==> src/swdk_pkg.sv <==
// Package for the swerve drive kinematics block: fixed-point constants,
// sequencer state type and the CORDIC arctangent table.
// No dependencies.
package swdk_pkg;

  localparam int CordicStepsDef = 16;
  localparam int VW = 34;  // datapath width of the CORDIC and multiplier operands

  localparam logic [15:0] HoldTicksRst = 16'd500;
  localparam logic [29:0] InvKQ30 = 30'd652032874;
  localparam logic [29:0] ISq2Q30 = 30'd759250125;
  localparam logic signed [VW-1:0] Deg90  = 34'sd589824000;
  localparam logic signed [VW-1:0] Deg180 = 34'sd1179648000;
  localparam logic signed [VW-1:0] Deg360 = 34'sd2359296000;
  localparam logic signed [17:0] SpeedMax = 18'sd8500;

  typedef enum logic [3:0] {
    ST_IDLE, ST_TWRAP, ST_TQUAD, ST_TITER, ST_TMX, ST_TMY, ST_QMUL,
    ST_MLOAD, ST_MPRE, ST_MITER, ST_MLEN, ST_MFIN, ST_OUT
  } state_e;

  function automatic logic signed [VW-1:0] atan_lut(input logic [4:0] i);
    logic signed [VW-1:0] r;
    begin
      unique case (i)
        5'd0:  r = 34'sd294912000;
        5'd1:  r = 34'sd174096719;
        5'd2:  r = 34'sd91987925;
        5'd3:  r = 34'sd46694507;
        5'd4:  r = 34'sd23437865;
        5'd5:  r = 34'sd11730358;
        5'd6:  r = 34'sd5866610;
        5'd7:  r = 34'sd2933484;
        5'd8:  r = 34'sd1466765;
        5'd9:  r = 34'sd733385;
        5'd10: r = 34'sd366693;
        5'd11: r = 34'sd183346;
        5'd12: r = 34'sd91673;
        5'd13: r = 34'sd45837;
        5'd14: r = 34'sd22918;
        5'd15: r = 34'sd11459;
        5'd16: r = 34'sd5730;
        5'd17: r = 34'sd2865;
        5'd18: r = 34'sd1432;
        5'd19: r = 34'sd716;
        5'd20: r = 34'sd358;
        5'd21: r = 34'sd179;
        5'd22: r = 34'sd90;
        5'd23: r = 34'sd45;
        default: r = '0;
      endcase
      return r;
    end
  endfunction

endpackage

==> src/swerve_drive_kinematics.sv <==
// Swerve drive inverse kinematics, four modules, one shared CORDIC and multiplier.
// Depends on swdk_pkg.
//
//  channel | dir | handshake                     | beat contents
//  s_axis  | in  | s_axis_tvalid/s_axis_tready   | one control tick of stick/heading
//  m_axis  | out | m_axis_tvalid/m_axis_tready   | four steer angles, four speeds
//  cfg     | in  | cfg_valid_i/cfg_ready_o       | hold_ticks
//
// A moving tick makes one field rotation and four atan2/length passes; all of
// them share one CORDIC stage and one multiplier. A stationary tick that is
// not held skips the field rotation, and each module whose vector is zero
// skips its CORDIC pass.
// A held tick produces no beat; the sequencer stays idle.
// Input is taken only while the sequencer is idle; a waiting result beat
// stays in the output register while the next tick is accepted, and the
// sequencer stalls in its last state while that beat is still waiting.
// Reset loads hold_ticks=500 and the initial flip/direction pattern.
module swerve_drive_kinematics #(
  parameter int CORDIC_STEPS = swdk_pkg::CordicStepsDef
) (
  input  logic         clk_i,
  input  logic         rst_ni,
  input  logic         s_axis_tvalid,
  output logic         s_axis_tready,
  // stick_lx[10:0], stick_ly[21:11], stick_rx[32:22], spin_level[34:33],
  // heading[50:35], zero fill
  input  logic [55:0]  s_axis_tdata,
  output logic         m_axis_tvalid,
  input  logic         m_axis_tready,
  // steer_angle_1..4 [15:0],[31:16],[47:32],[63:48], wheel_speed_1..4
  // [78:64],[93:79],[108:94],[123:109], zero fill
  output logic [127:0] m_axis_tdata,
  input  logic         cfg_valid_i,
  output logic         cfg_ready_o,
  input  logic [15:0]  cfg_data_i
);
  import swdk_pkg::*;

  localparam int CntW = $clog2(CORDIC_STEPS);
  localparam logic [CntW-1:0] CntLast = CntW'(CORDIC_STEPS - 1);

  state_e state_q, state_d;

  logic signed [VW-1:0] x_q, y_q, z_q, fx_q, fy_q, q_q, len_q;
  logic signed [15:0]   spin_q, dir_q;
  logic [CntW-1:0]      cnt_q;
  logic [1:0]           m_q;
  logic [3:0]           flip_q;
  logic signed [15:0]   last_q [4];
  logic [15:0]          ang_r [4];
  logic [14:0]          spd_r [4];
  logic [15:0]          idle_q, hold_q;
  logic                 ovalid_q;
  logic [127:0]         odata_q;

  // input decode
  logic signed [10:0] in_lx, in_ly, in_rx;
  logic signed [1:0]  in_sp;
  logic signed [15:0] in_hd, in_spin;
  logic               in_acc, in_still, in_hold;

  assign in_lx = s_axis_tdata[10:0];
  assign in_ly = s_axis_tdata[21:11];
  assign in_rx = s_axis_tdata[32:22];
  assign in_sp = s_axis_tdata[34:33];
  assign in_hd = s_axis_tdata[50:35];
  assign in_spin = 16'(in_sp * 16'sd1500) - 16'(in_rx * 16'sd7);
  assign in_still = (in_lx == '0) && (in_ly == '0);
  assign in_hold = in_still && !((in_spin > 16'sd0) || (idle_q == hold_q));
  assign s_axis_tready = (state_q == ST_IDLE);
  assign in_acc = s_axis_tvalid && s_axis_tready;
  assign cfg_ready_o = 1'b1;
  assign m_axis_tvalid = ovalid_q;
  assign m_axis_tdata = odata_q;

  // shared CORDIC stage
  logic                 ccw, turn_mode;
  logic signed [VW-1:0] xs, ys, atan_v, cx, cy, cz;
  assign turn_mode = (state_q == ST_TITER);
  assign ccw = turn_mode ? (z_q >= 0) : (y_q <= 0);
  assign xs = x_q >>> cnt_q;
  assign ys = y_q >>> cnt_q;
  assign atan_v = atan_lut(5'(cnt_q));
  assign cx = ccw ? x_q - ys : x_q + ys;
  assign cy = ccw ? y_q + xs : y_q - xs;
  assign cz = ccw ? z_q - atan_v : z_q + atan_v;

  // shared multiplier with rounding
  logic signed [VW-1:0]   mul_a;
  logic [29:0]            mul_k;
  logic signed [VW+30:0]  prod, prod30, prod14;
  always_comb begin
    mul_a = x_q;
    mul_k = InvKQ30;
    unique case (state_q)
      ST_TMY:  mul_a = y_q;
      ST_QMUL: begin
        mul_a = VW'(spin_q);
        mul_k = ISq2Q30;
      end
      default: mul_a = x_q;
    endcase
  end
  assign prod = mul_a * $signed({1'b0, mul_k});
  assign prod30 = (prod + (65'sd1 <<< 29)) >>> 30;
  assign prod14 = (prod + (65'sd1 <<< 13)) >>> 14;

  // module vector
  logic signed [VW-1:0] mvx, mvy;
  always_comb begin
    mvx = -(fx_q + q_q);
    mvy = fy_q + q_q;
    unique case (m_q)
      2'd0: begin mvx = -(fx_q - q_q); mvy = fy_q - q_q; end
      2'd1: begin mvx = -(fx_q + q_q); mvy = fy_q - q_q; end
      2'd2: begin mvx = -(fx_q + q_q); mvy = fy_q + q_q; end
      default: begin mvx = -(fx_q - q_q); mvy = fy_q + q_q; end
    endcase
  end

  // per-module finish
  logic signed [16:0] dd, ad, alt;
  logic               fl_t, nf;
  logic signed [17:0] sp18, sps;
  logic signed [18:0] ang0, ang1;
  always_comb begin
    dd = 17'(dir_q) - 17'(last_q[m_q]);
    ad = (dd < 0) ? -dd : dd;
    alt = 17'sd36000 - ad;
    if (alt < ad) ad = alt;
    fl_t = ad > 17'sd9000;
    nf = flip_q[m_q] ^ fl_t;
    sp18 = 18'((len_q + 34'sd32768) >>> 16);
    if (sp18 > SpeedMax) sp18 = SpeedMax;
    sps = nf ? -sp18 : sp18;
    ang0 = 19'(dir_q) + 19'sd63000 + (nf ? 19'sd18000 : 19'sd0);
    if (ang0 >= 19'sd72000) ang1 = ang0 - 19'sd72000;
    else if (ang0 >= 19'sd36000) ang1 = ang0 - 19'sd36000;
    else ang1 = ang0;
  end

  // next state
  always_comb begin
    state_d = state_q;
    unique case (state_q)
      ST_IDLE: if (in_acc && !in_hold) state_d = in_still ? ST_QMUL : ST_TWRAP;
      ST_TWRAP: state_d = ST_TQUAD;
      ST_TQUAD: state_d = ST_TITER;
      ST_TITER: if (cnt_q == CntLast) state_d = ST_TMX;
      ST_TMX:   state_d = ST_TMY;
      ST_TMY:   state_d = ST_QMUL;
      ST_QMUL:  state_d = ST_MLOAD;
      ST_MLOAD: state_d = ST_MPRE;
      ST_MPRE:  state_d = (x_q == '0 && y_q == '0) ? ST_MFIN : ST_MITER;
      ST_MITER: if (cnt_q == CntLast) state_d = ST_MLEN;
      ST_MLEN:  state_d = ST_MFIN;
      ST_MFIN:  state_d = (m_q == 2'd3) ? ST_OUT : ST_MLOAD;
      ST_OUT:   if (!ovalid_q || m_axis_tready) state_d = ST_IDLE;
      default:  state_d = ST_IDLE;
    endcase
  end

  always_ff @(posedge clk_i or negedge rst_ni) begin
    if (!rst_ni) begin
      state_q <= ST_IDLE;
      hold_q <= HoldTicksRst;
      idle_q <= '0;
      flip_q <= 4'b0110;
      last_q[0] <= -16'sd4500;
      last_q[1] <= -16'sd13500;
      last_q[2] <= 16'sd13500;
      last_q[3] <= 16'sd4500;
      ovalid_q <= 1'b0;
      cnt_q <= '0;
      m_q <= '0;
    end else begin
      state_q <= state_d;
      if (cfg_valid_i) hold_q <= cfg_data_i;
      if (state_q == ST_OUT && (!ovalid_q || m_axis_tready)) ovalid_q <= 1'b1;
      else if (m_axis_tready) ovalid_q <= 1'b0;
      unique case (state_q)
        ST_IDLE: begin
          if (in_acc) begin
            spin_q <= in_spin;
            m_q <= '0;
            cnt_q <= '0;
            if (in_hold) begin
              idle_q <= idle_q + 16'd1;
            end else if (in_still) begin
              fx_q <= '0;
              fy_q <= '0;
            end else begin
              idle_q <= '0;
              x_q <= VW'(in_lx) * 34'sd163840;
              y_q <= VW'(in_ly) * 34'sd163840;
              z_q <= -(VW'(in_hd) <<< 16);
            end
          end
        end
        ST_TWRAP: begin
          if (z_q >= Deg180) z_q <= z_q - Deg360;
          else if (z_q < -Deg180) z_q <= z_q + Deg360;
        end
        ST_TQUAD: begin
          if (z_q > Deg90) begin
            x_q <= -y_q; y_q <= x_q; z_q <= z_q - Deg90;
          end else if (z_q < -Deg90) begin
            x_q <= y_q; y_q <= -x_q; z_q <= z_q + Deg90;
          end
        end
        ST_TITER, ST_MITER: begin
          x_q <= cx; y_q <= cy; z_q <= cz;
          cnt_q <= (cnt_q == CntLast) ? '0 : cnt_q + 1'b1;
        end
        ST_TMX: fx_q <= prod30[VW-1:0];
        ST_TMY: fy_q <= prod30[VW-1:0];
        ST_QMUL: q_q <= (spin_q == '0) ? 34'sd1 : prod14[VW-1:0];
        ST_MLOAD: begin
          x_q <= mvx; y_q <= mvy; z_q <= '0;
        end
        ST_MPRE: begin
          if (x_q == '0 && y_q == '0) begin
            dir_q <= '0; len_q <= '0;
          end else if (x_q < 0) begin
            if (y_q >= 0) begin
              x_q <= y_q; y_q <= -x_q; z_q <= Deg90;
            end else begin
              x_q <= -y_q; y_q <= x_q; z_q <= -Deg90;
            end
          end
        end
        ST_MLEN: begin
          len_q <= prod30[VW-1:0];
          dir_q <= 16'((z_q + 34'sd32768) >>> 16);
        end
        ST_MFIN: begin
          flip_q[m_q] <= nf;
          last_q[m_q] <= dir_q;
          ang_r[m_q] <= ang1[15:0];
          spd_r[m_q] <= sps[14:0];
          m_q <= m_q + 2'd1;
        end
        ST_OUT: begin
          if (!ovalid_q || m_axis_tready) begin
            odata_q <= {4'b0, spd_r[3], spd_r[2], spd_r[1], spd_r[0],
                        ang_r[3], ang_r[2], ang_r[1], ang_r[0]};
          end
        end
        default: ;
      endcase
    end
  end

endmodule

==> config.mk <==
export PLATFORM = sky130hd
export DESIGN_NAME = swerve_drive_kinematics
export DESIGN_NICKNAME = d
export VERILOG_FILES = /design/src/swdk_pkg.sv /design/src/swerve_drive_kinematics.sv
export SDC_FILE = /design/constraint.sdc
export NUM_CORES = 2
export LEC_CHECK = 0
export ABC_AREA = 1
export BUFFER_PORTS_ARGS = -buffer_cell sky130_fd_sc_hd__buf_2
export CAP_MARGIN = 0
export CORE_MARGIN = 10
export CORE_UTILIZATION = 42
export CTS_CLUSTER_SIZE = 16
export DETAILED_ROUTE_END_ITERATION = 7
export PLACE_DENSITY = 0.56
export SLEW_MARGIN = 20
export SYNTH_ARGS = -nofsm -noshare
export SYNTH_HDL_FRONTEND = slang
export SYNTH_SLANG_ARGS = --single-unit
==> constraint.sdc <==
create_clock -name clk_i -period 15.5 [get_ports clk_i]
set_input_delay 0.775 -clock clk_i [delete_from_list [all_inputs] [get_ports clk_i]]
set_output_delay 0.775 -clock clk_i [all_outputs]
set_load 0.03 [all_outputs]
# After elaboration in Yosys (flattened, before gate mapping)
# Memories as Yosys holds them, arrays and structs flattened. A register that Yosys moved wholly into a read port is not among the register bits.
# Index checks and enable logic that the tools add are counted.
dict set report totals {
  register_bits 381
  latchBits 0
  ramBits 124
  rom_bits 464
  output_inout_bits 131
  wordCells 244
  mem_count 3
}
dict set report op_classes {
  add_sub_neg 35
  multipliers 5
  div_mod_pow 0
  n_lt_le_gt_ge 19
  eq_ne 31
  shifts 2
  mux 83
  bitwise 2
  reduce_logical 44
}
# name depth word_bits rd rd_clocked_by_memory_dff wr line_no
set mem_list {}
lappend mem_list {{(no name shown)} 16 29 1 0 0 swdk_pkg.sv:25} ;# unique case (i)
lappend mem_list {ang_r 4 16 4 4 1 swerve_drive_kinematics.sv:50} ;# logic [15:0] ang_r [4];
lappend mem_list {spd_r 4 15 4 4 1 swerve_drive_kinematics.sv:51} ;# logic [14:0] spd_r [4];
# op n
set ops {}
lappend ops {{34-bit 2-to-1 mux} 35}
lappend ops {{34-bit case mux with 5 select lines} 2}
lappend ops {{34-bit case mux with 2 select lines} 4}
lappend ops {{34-bit case mux with 6 select lines} 1}
lappend ops {{34-bit adder} 5}
lappend ops {{34-bit subtractor} 5}
lappend ops {{34-bit negation} 4}
lappend ops {{16-bit 2-to-1 mux} 8}
lappend ops {{34-bit by 1-bit greater-or-equal comparator with 1-bit output, second input constant} 2}
lappend ops {{34-bit logical NOT} 2}
lappend ops {{34-bit by 4-bit >>> shifter with 34-bit output} 2}
lappend ops {{64-bit by 31-bit adder with 64-bit output, second input constant} 1}
lappend ops {{64-bit bitwise mux} 1}
lappend ops {{34-bit by 31-bit multiplier with 64-bit output} 1}
lappend ops {{4-bit case mux with 13 select lines} 1}
lappend ops {{48-bit by 15-bit adder with 48-bit output, second input constant} 1}
lappend ops {{11-bit by 4-bit multiplier with 15-bit output, second input constant} 3}
lappend ops {{15-bit 2-to-1 mux} 3}
lappend ops {{34-bit by 17-bit adder with 34-bit output, second input constant} 1}
lappend ops {{34-bit by 31-bit adder with 34-bit output, second input constant} 1}
lappend ops {{34-bit by 33-bit adder with 34-bit output, second input constant} 1}
lappend ops {{34-bit by 32-bit greater-or-equal comparator with 1-bit output, second input constant} 1}
lappend ops {{34-bit by 31-bit > comparator with 1-bit output, second input constant} 1}
lappend ops {{34-bit by 1-bit <= comparator with 1-bit output, second input constant} 1}
lappend ops {{74 further kinds} 134}

# Depth between registers and ports, before layout
dict set report depth {
  depth_word 17
  depth_mapped 67
  depth_no_buf 64
}

# Worst setup path after synthesis
# Ideal clock, no wire load.
dict set report synth_timing {
  kind {reg-to-reg}
  startpoint {reg state_q[3]}
  endpoint {reg len_q[16], data pin}
  arrival_ps 11701
  required_time_ps 15234
  setup_slack_ps 3533
  stages_incl_launch_ff 32
  n_path_buf 2
  synth_period_minus_slack_ps 11967
  path_cell_list {dfrtp_1 -> nor2_1 -> inv_2 -> nor2_4 -> clkinv_1 -> clkbuf_1 -> clkbuf_1 -> nor2_1 -> fa_1 -> fa_1 -> fa_1 -> fa_1 -> inv_1 -> fa_1 -> inv_1 -> fa_1 -> fa_1 -> ha_1 -> nand2_1 -> nor2_1 -> inv_1 -> nor4_1 -> nand3_1 -> nand3_1 -> xor2_1 -> nand2_1 -> nor2_1 -> nand2_1 -> nor2_1 -> nand2_1 -> xor2_1 -> nor2_1}
}
dict set report synth_between {
  elab_chain_len 5
}
# item line_no
set synth_lines {}
lappend synth_lines {{start, declared} swerve_drive_kinematics.sv:42} ;# state_e state_q, state_d;
lappend synth_lines {{start signal, assigned} swerve_drive_kinematics.sv:177} ;# state_q <= state_d;
lappend synth_lines {{4-bit by 3-bit equality test with 1-bit output} swerve_drive_kinematics.sv:95} ;# unique case (state_q)
lappend synth_lines {{34-bit case mux with 2 select lines / 28-bit 2-to-1 mux (equally long branches)} swerve_drive_kinematics.sv:95}
lappend synth_lines {{34-bit by 31-bit multiplier with 64-bit output} swerve_drive_kinematics.sv:104} ;# assign prod = mul_a * $signed({1'b0, mul_k});
lappend synth_lines {{64-bit by 31-bit adder with 64-bit output} swerve_drive_kinematics.sv:105} ;# assign prod30 = (prod + (65'sd1 <<< 29)) >>> 30;
lappend synth_lines {{34-bit case mux with 2 select lines (*)} swerve_drive_kinematics.sv:181} ;# unique case (state_q)
lappend synth_lines {{end signal, assigned} swerve_drive_kinematics.sv:233} ;# len_q <= prod30[VW-1:0];
lappend synth_lines {{end, declared} swerve_drive_kinematics.sv:44} ;# logic signed [VW-1:0] x_q, y_q, z_q, fx_q, fy_q, q_q, len_q;
# Mark *: on every way between the ends. The rest lies on a longest branch, timed or not.
# A chain may end at the register's enable or synchronous reset.

# Worst setup path in the final report
dict set report layout_timing {
  startpoint {reg state_q[3]}
  endpoint {reg fx_q[17], data pin}
}
dict set report layout_between {
  elab_chain_len 5
}
# item line_no
set layout_lines {}
lappend layout_lines {{4-bit by 3-bit equality test with 1-bit output} swerve_drive_kinematics.sv:95}
lappend layout_lines {{34-bit case mux with 2 select lines / 28-bit 2-to-1 mux (equally long branches)} swerve_drive_kinematics.sv:95}
lappend layout_lines {{34-bit by 31-bit multiplier with 64-bit output} swerve_drive_kinematics.sv:104}
lappend layout_lines {{64-bit by 31-bit adder with 64-bit output} swerve_drive_kinematics.sv:105}
lappend layout_lines {{34-bit case mux with 2 select lines (*)} swerve_drive_kinematics.sv:181}
lappend layout_lines {{end signal, assigned} swerve_drive_kinematics.sv:215} ;# ST_TMX: fx_q <= prod30[VW-1:0];
lappend layout_lines {{end, declared} swerve_drive_kinematics.sv:44}
# Marks and branches as above.

==> results.yml <==
run_status:
  outcome: "finished clean"
timing:
  fin_skew_ns: 0.0696
  hold_viol_final: 0
  setup_viol: 0
  whs_ns: 0.317
  tns_ns: 0
  fmax_ghz: 0.0737
  tightestPinTransition_ns: 1.15
  min_period_over_period_pct: 87.6
  fin_crit_ns: 13.57
  maxSlewViolCount: 0
  rsz0062_at_grt: "no"
  relSlewSlack_pct: 22.9
place:
  io_buffer_count: 197
  dp_hpwl_um: 234000
  globalplace.congestion: 0.985
detailed_routing:
  wl_met3_um: 16100
  first_iter_violations: 5608
  met2RoutedLength_um: 133000
  drtAntennaViolNets: 0
  vias: 67100
  post_drt_wl_per_cell_um: 22.3
  drt-pass1-iter-count: 6
  drt-met1-wl_um: 115000
  drc_errors: 0
  top_layer_used: "met5"
  via_per_inst: 5.36
  wirelength_um: 280000
floorplanning:
  initial_core_util_pct: 42.2
  die_w_um: 454
  num_rows: 159
  core_sq_um: 188000
  pin_count: 208
  dieArea_sq_um: 207000
  fp.dieH_um: 454
synth:
  ys_top_cells_by_count: "2,151 x inv_1, 1,462 x nand2_1, 825 x fa_1"
  synth_area_leaders: "fa_1 21%, edfxtp_1 19%, ha_1 11%"
  ys_seq_area_share_pct: 22.6
  async_flop_share_pct: 18.1
  synth_top_area_share_pct: 20.8
  synth_cell_types: 81
  synth-edff-count: 503
  synthCells: 9772
  synth_most_common_cell: "inv_1"
  synth_ff_type: "edfxtp_1"
  ys.warnings.count: 0
  synth_top_area_cell: "fa_1"
  syn_avg_cell_area_sq_um: 8.11
  ys_ff_latch: 614
  syn_area_sq_um: 79300
final_layout:
  nets: 11600
  fillCellCount: 18800
  fin_util_pct: 45.8
  final-seq-area_sq_um: 17900
  multi_input_area_sq_um: 52600
  area_growth_pct: 8.45
  drive_gt1_share_pct: 6.37
clock_tree:
  clock_sinks: 614
  post-cts-setup-buffer-count: 0
  cts_inserted_buffers: 72
  cts_max_level: 3
  cts_tree: "built"
  clock_path_buffers: 3
  path_clk_slew_ns: 0.06
  insertion_delay_ns: 0.73
  cts-root-buf: "clkbuf_16"
global_routing:
  gr-total-overflow: 0
  grt.total_usage_pct: 26.8
  grt_pass1_vias: 68100
  antenna_found_initial: 20
  grt_max_degree: 111
  grt_pass1_wl_um: 422000
critical_path:
  cp_max_fo: 51
  cp-end-kind: "register"
  crit_required_ns: 15.93
  cp-start-kind: "register"
  path_class: "register to register"
  critPathArrivalTime_ns: 14.00
  critPathMaxStageDelay_ns: 0.90
  slowest_stage: "xor2_1"
flow_run:
  maxCapViolations: 0
min_path:
  holdCritPathClass: "input port to register"
-- timing repair --
| item | CTS | global route |
|---|---|---|
| hold buffers | 1 | 0 |
| resized for setup | 0 | 0 |
| hold endpoints to repair | 2 | 0 |
-- final cells by class --
type,count,area share [%]
Inverter,2172,9.48
Tap cell,2495,3.63
Clock inverter,36,0.592
Sequential cell,614,20.9
Antenna cell,9,0.0262
Timing Repair Buffer,286,1.96
Multi-Input combinational cell,6816,61.1
Clock buffer,96,2.32
-- state kept, by name, indices dropped and copies added, names as in the netlist, 60 cells and up --
signal        cells
ang_r            64
last_q           64
m_axis_tdata    124
spd_r            60
-- cell families (layout without fill, tap and decap cells) --
| kind of cell | Yosys count | after routing | share of synthesized area, % |
|---|---|---|---|
| muxes | 51 | 51 | 0.653 |
| buffers and inverters | 2369 | 2590 | 11.4 |
| adders and majority gates | 1551 | 1551 | 32.3 |
| AOI/OAI and AO/OA | 1782 | 1782 | 12.7 |
| other | 2 | 38 | 0.00947 |
| and+or+nand+nor | 3048 | 3048 | 16.4 |
| xor gates and xnor gates | 355 | 355 | 3.94 |
| DFF | 614 | 614 | 22.6 |
-- layer usage --
metal,up-vias,GRT usage (%)
met5,-,0
met4,4,12.9
met3,544,3.56
met2,2155,45.4
met1,32500,33.7
li1,31900,-
-- through the flow --
step	instances	setup WS [ns]	area, sq um
4_1_cts	12500	2.14	85900
5_1_grt	12500	1.27	86000
6_report	12500	1.93	86000
3_5_place_dp	12400	2.15	83400
2_1_floorplan	9799	3.53	79400
3_3_place_gp	12400	2.24	83400
-- worst paths after layout --
path / start / end / slack (ns) / depth (start not counted)
worst max register to register: state_q[3] / fx_q[17] / 1.93 / 48
worst max-delay path: state_q[3] / fx_q[17] / 1.93 / 48
worst min-delay path: cfg_data_i[8] / hold_q[8] / 0.32 / 2
worst min register to register: ang_r[2][10] / m_axis_tdata[42] / 0.41 / 0
min in group asynchronous: rst_ni / cnt_q[3] / 0.49 / 2
max in group asynchronous: rst_ni / hold_q[9] / 14.12 / 3
-- worst max-delay path, delay by kind of cell (launching register included) --
| kind | cells | cell delay, ns |
|---|---|---|
| AO/OA/AOI/OAI | 3 | 0.48 |
| buffers and inverters | 15 | 3.23 |
| flip-flops | 1 | 0.42 |
| adder cells (fa/ha/maj) | 10 | 4.44 |
| XOR/XNOR | 2 | 1.29 |
| AND/OR/NAND/NOR | 18 | 3.36 |
-- placed cells by master (no fill, tap or decap), types with 24 or more instances in the layout --
cell type  count
a21o_1        26
a21oi_1      654
a31oi_1       61
buf_2        196
buf_4         87
clkbuf_16     72
conb_1        29
dfrtp_1       69
dfstp_2       38
edfxtp_1     503
fa_1         825
ha_1         726
inv_1       2143
mux2i_1       45
nand2_1     1460
nand2_2       24
nand3_1      321
nand4_1      103
nor2_1       789
nor3_1       127
nor4_1        55
o2111ai_1     29
o211ai_1      54
o21a_1        33
o21ai_0      692
o21ai_1       28
o21bai_1      26
or2_2         58
xnor2_1       74
xor2_1       279
Power is left out: the tool's default activity adds up to more than one toggle a clock period on the data nets, which glitch-free logic cannot reach.
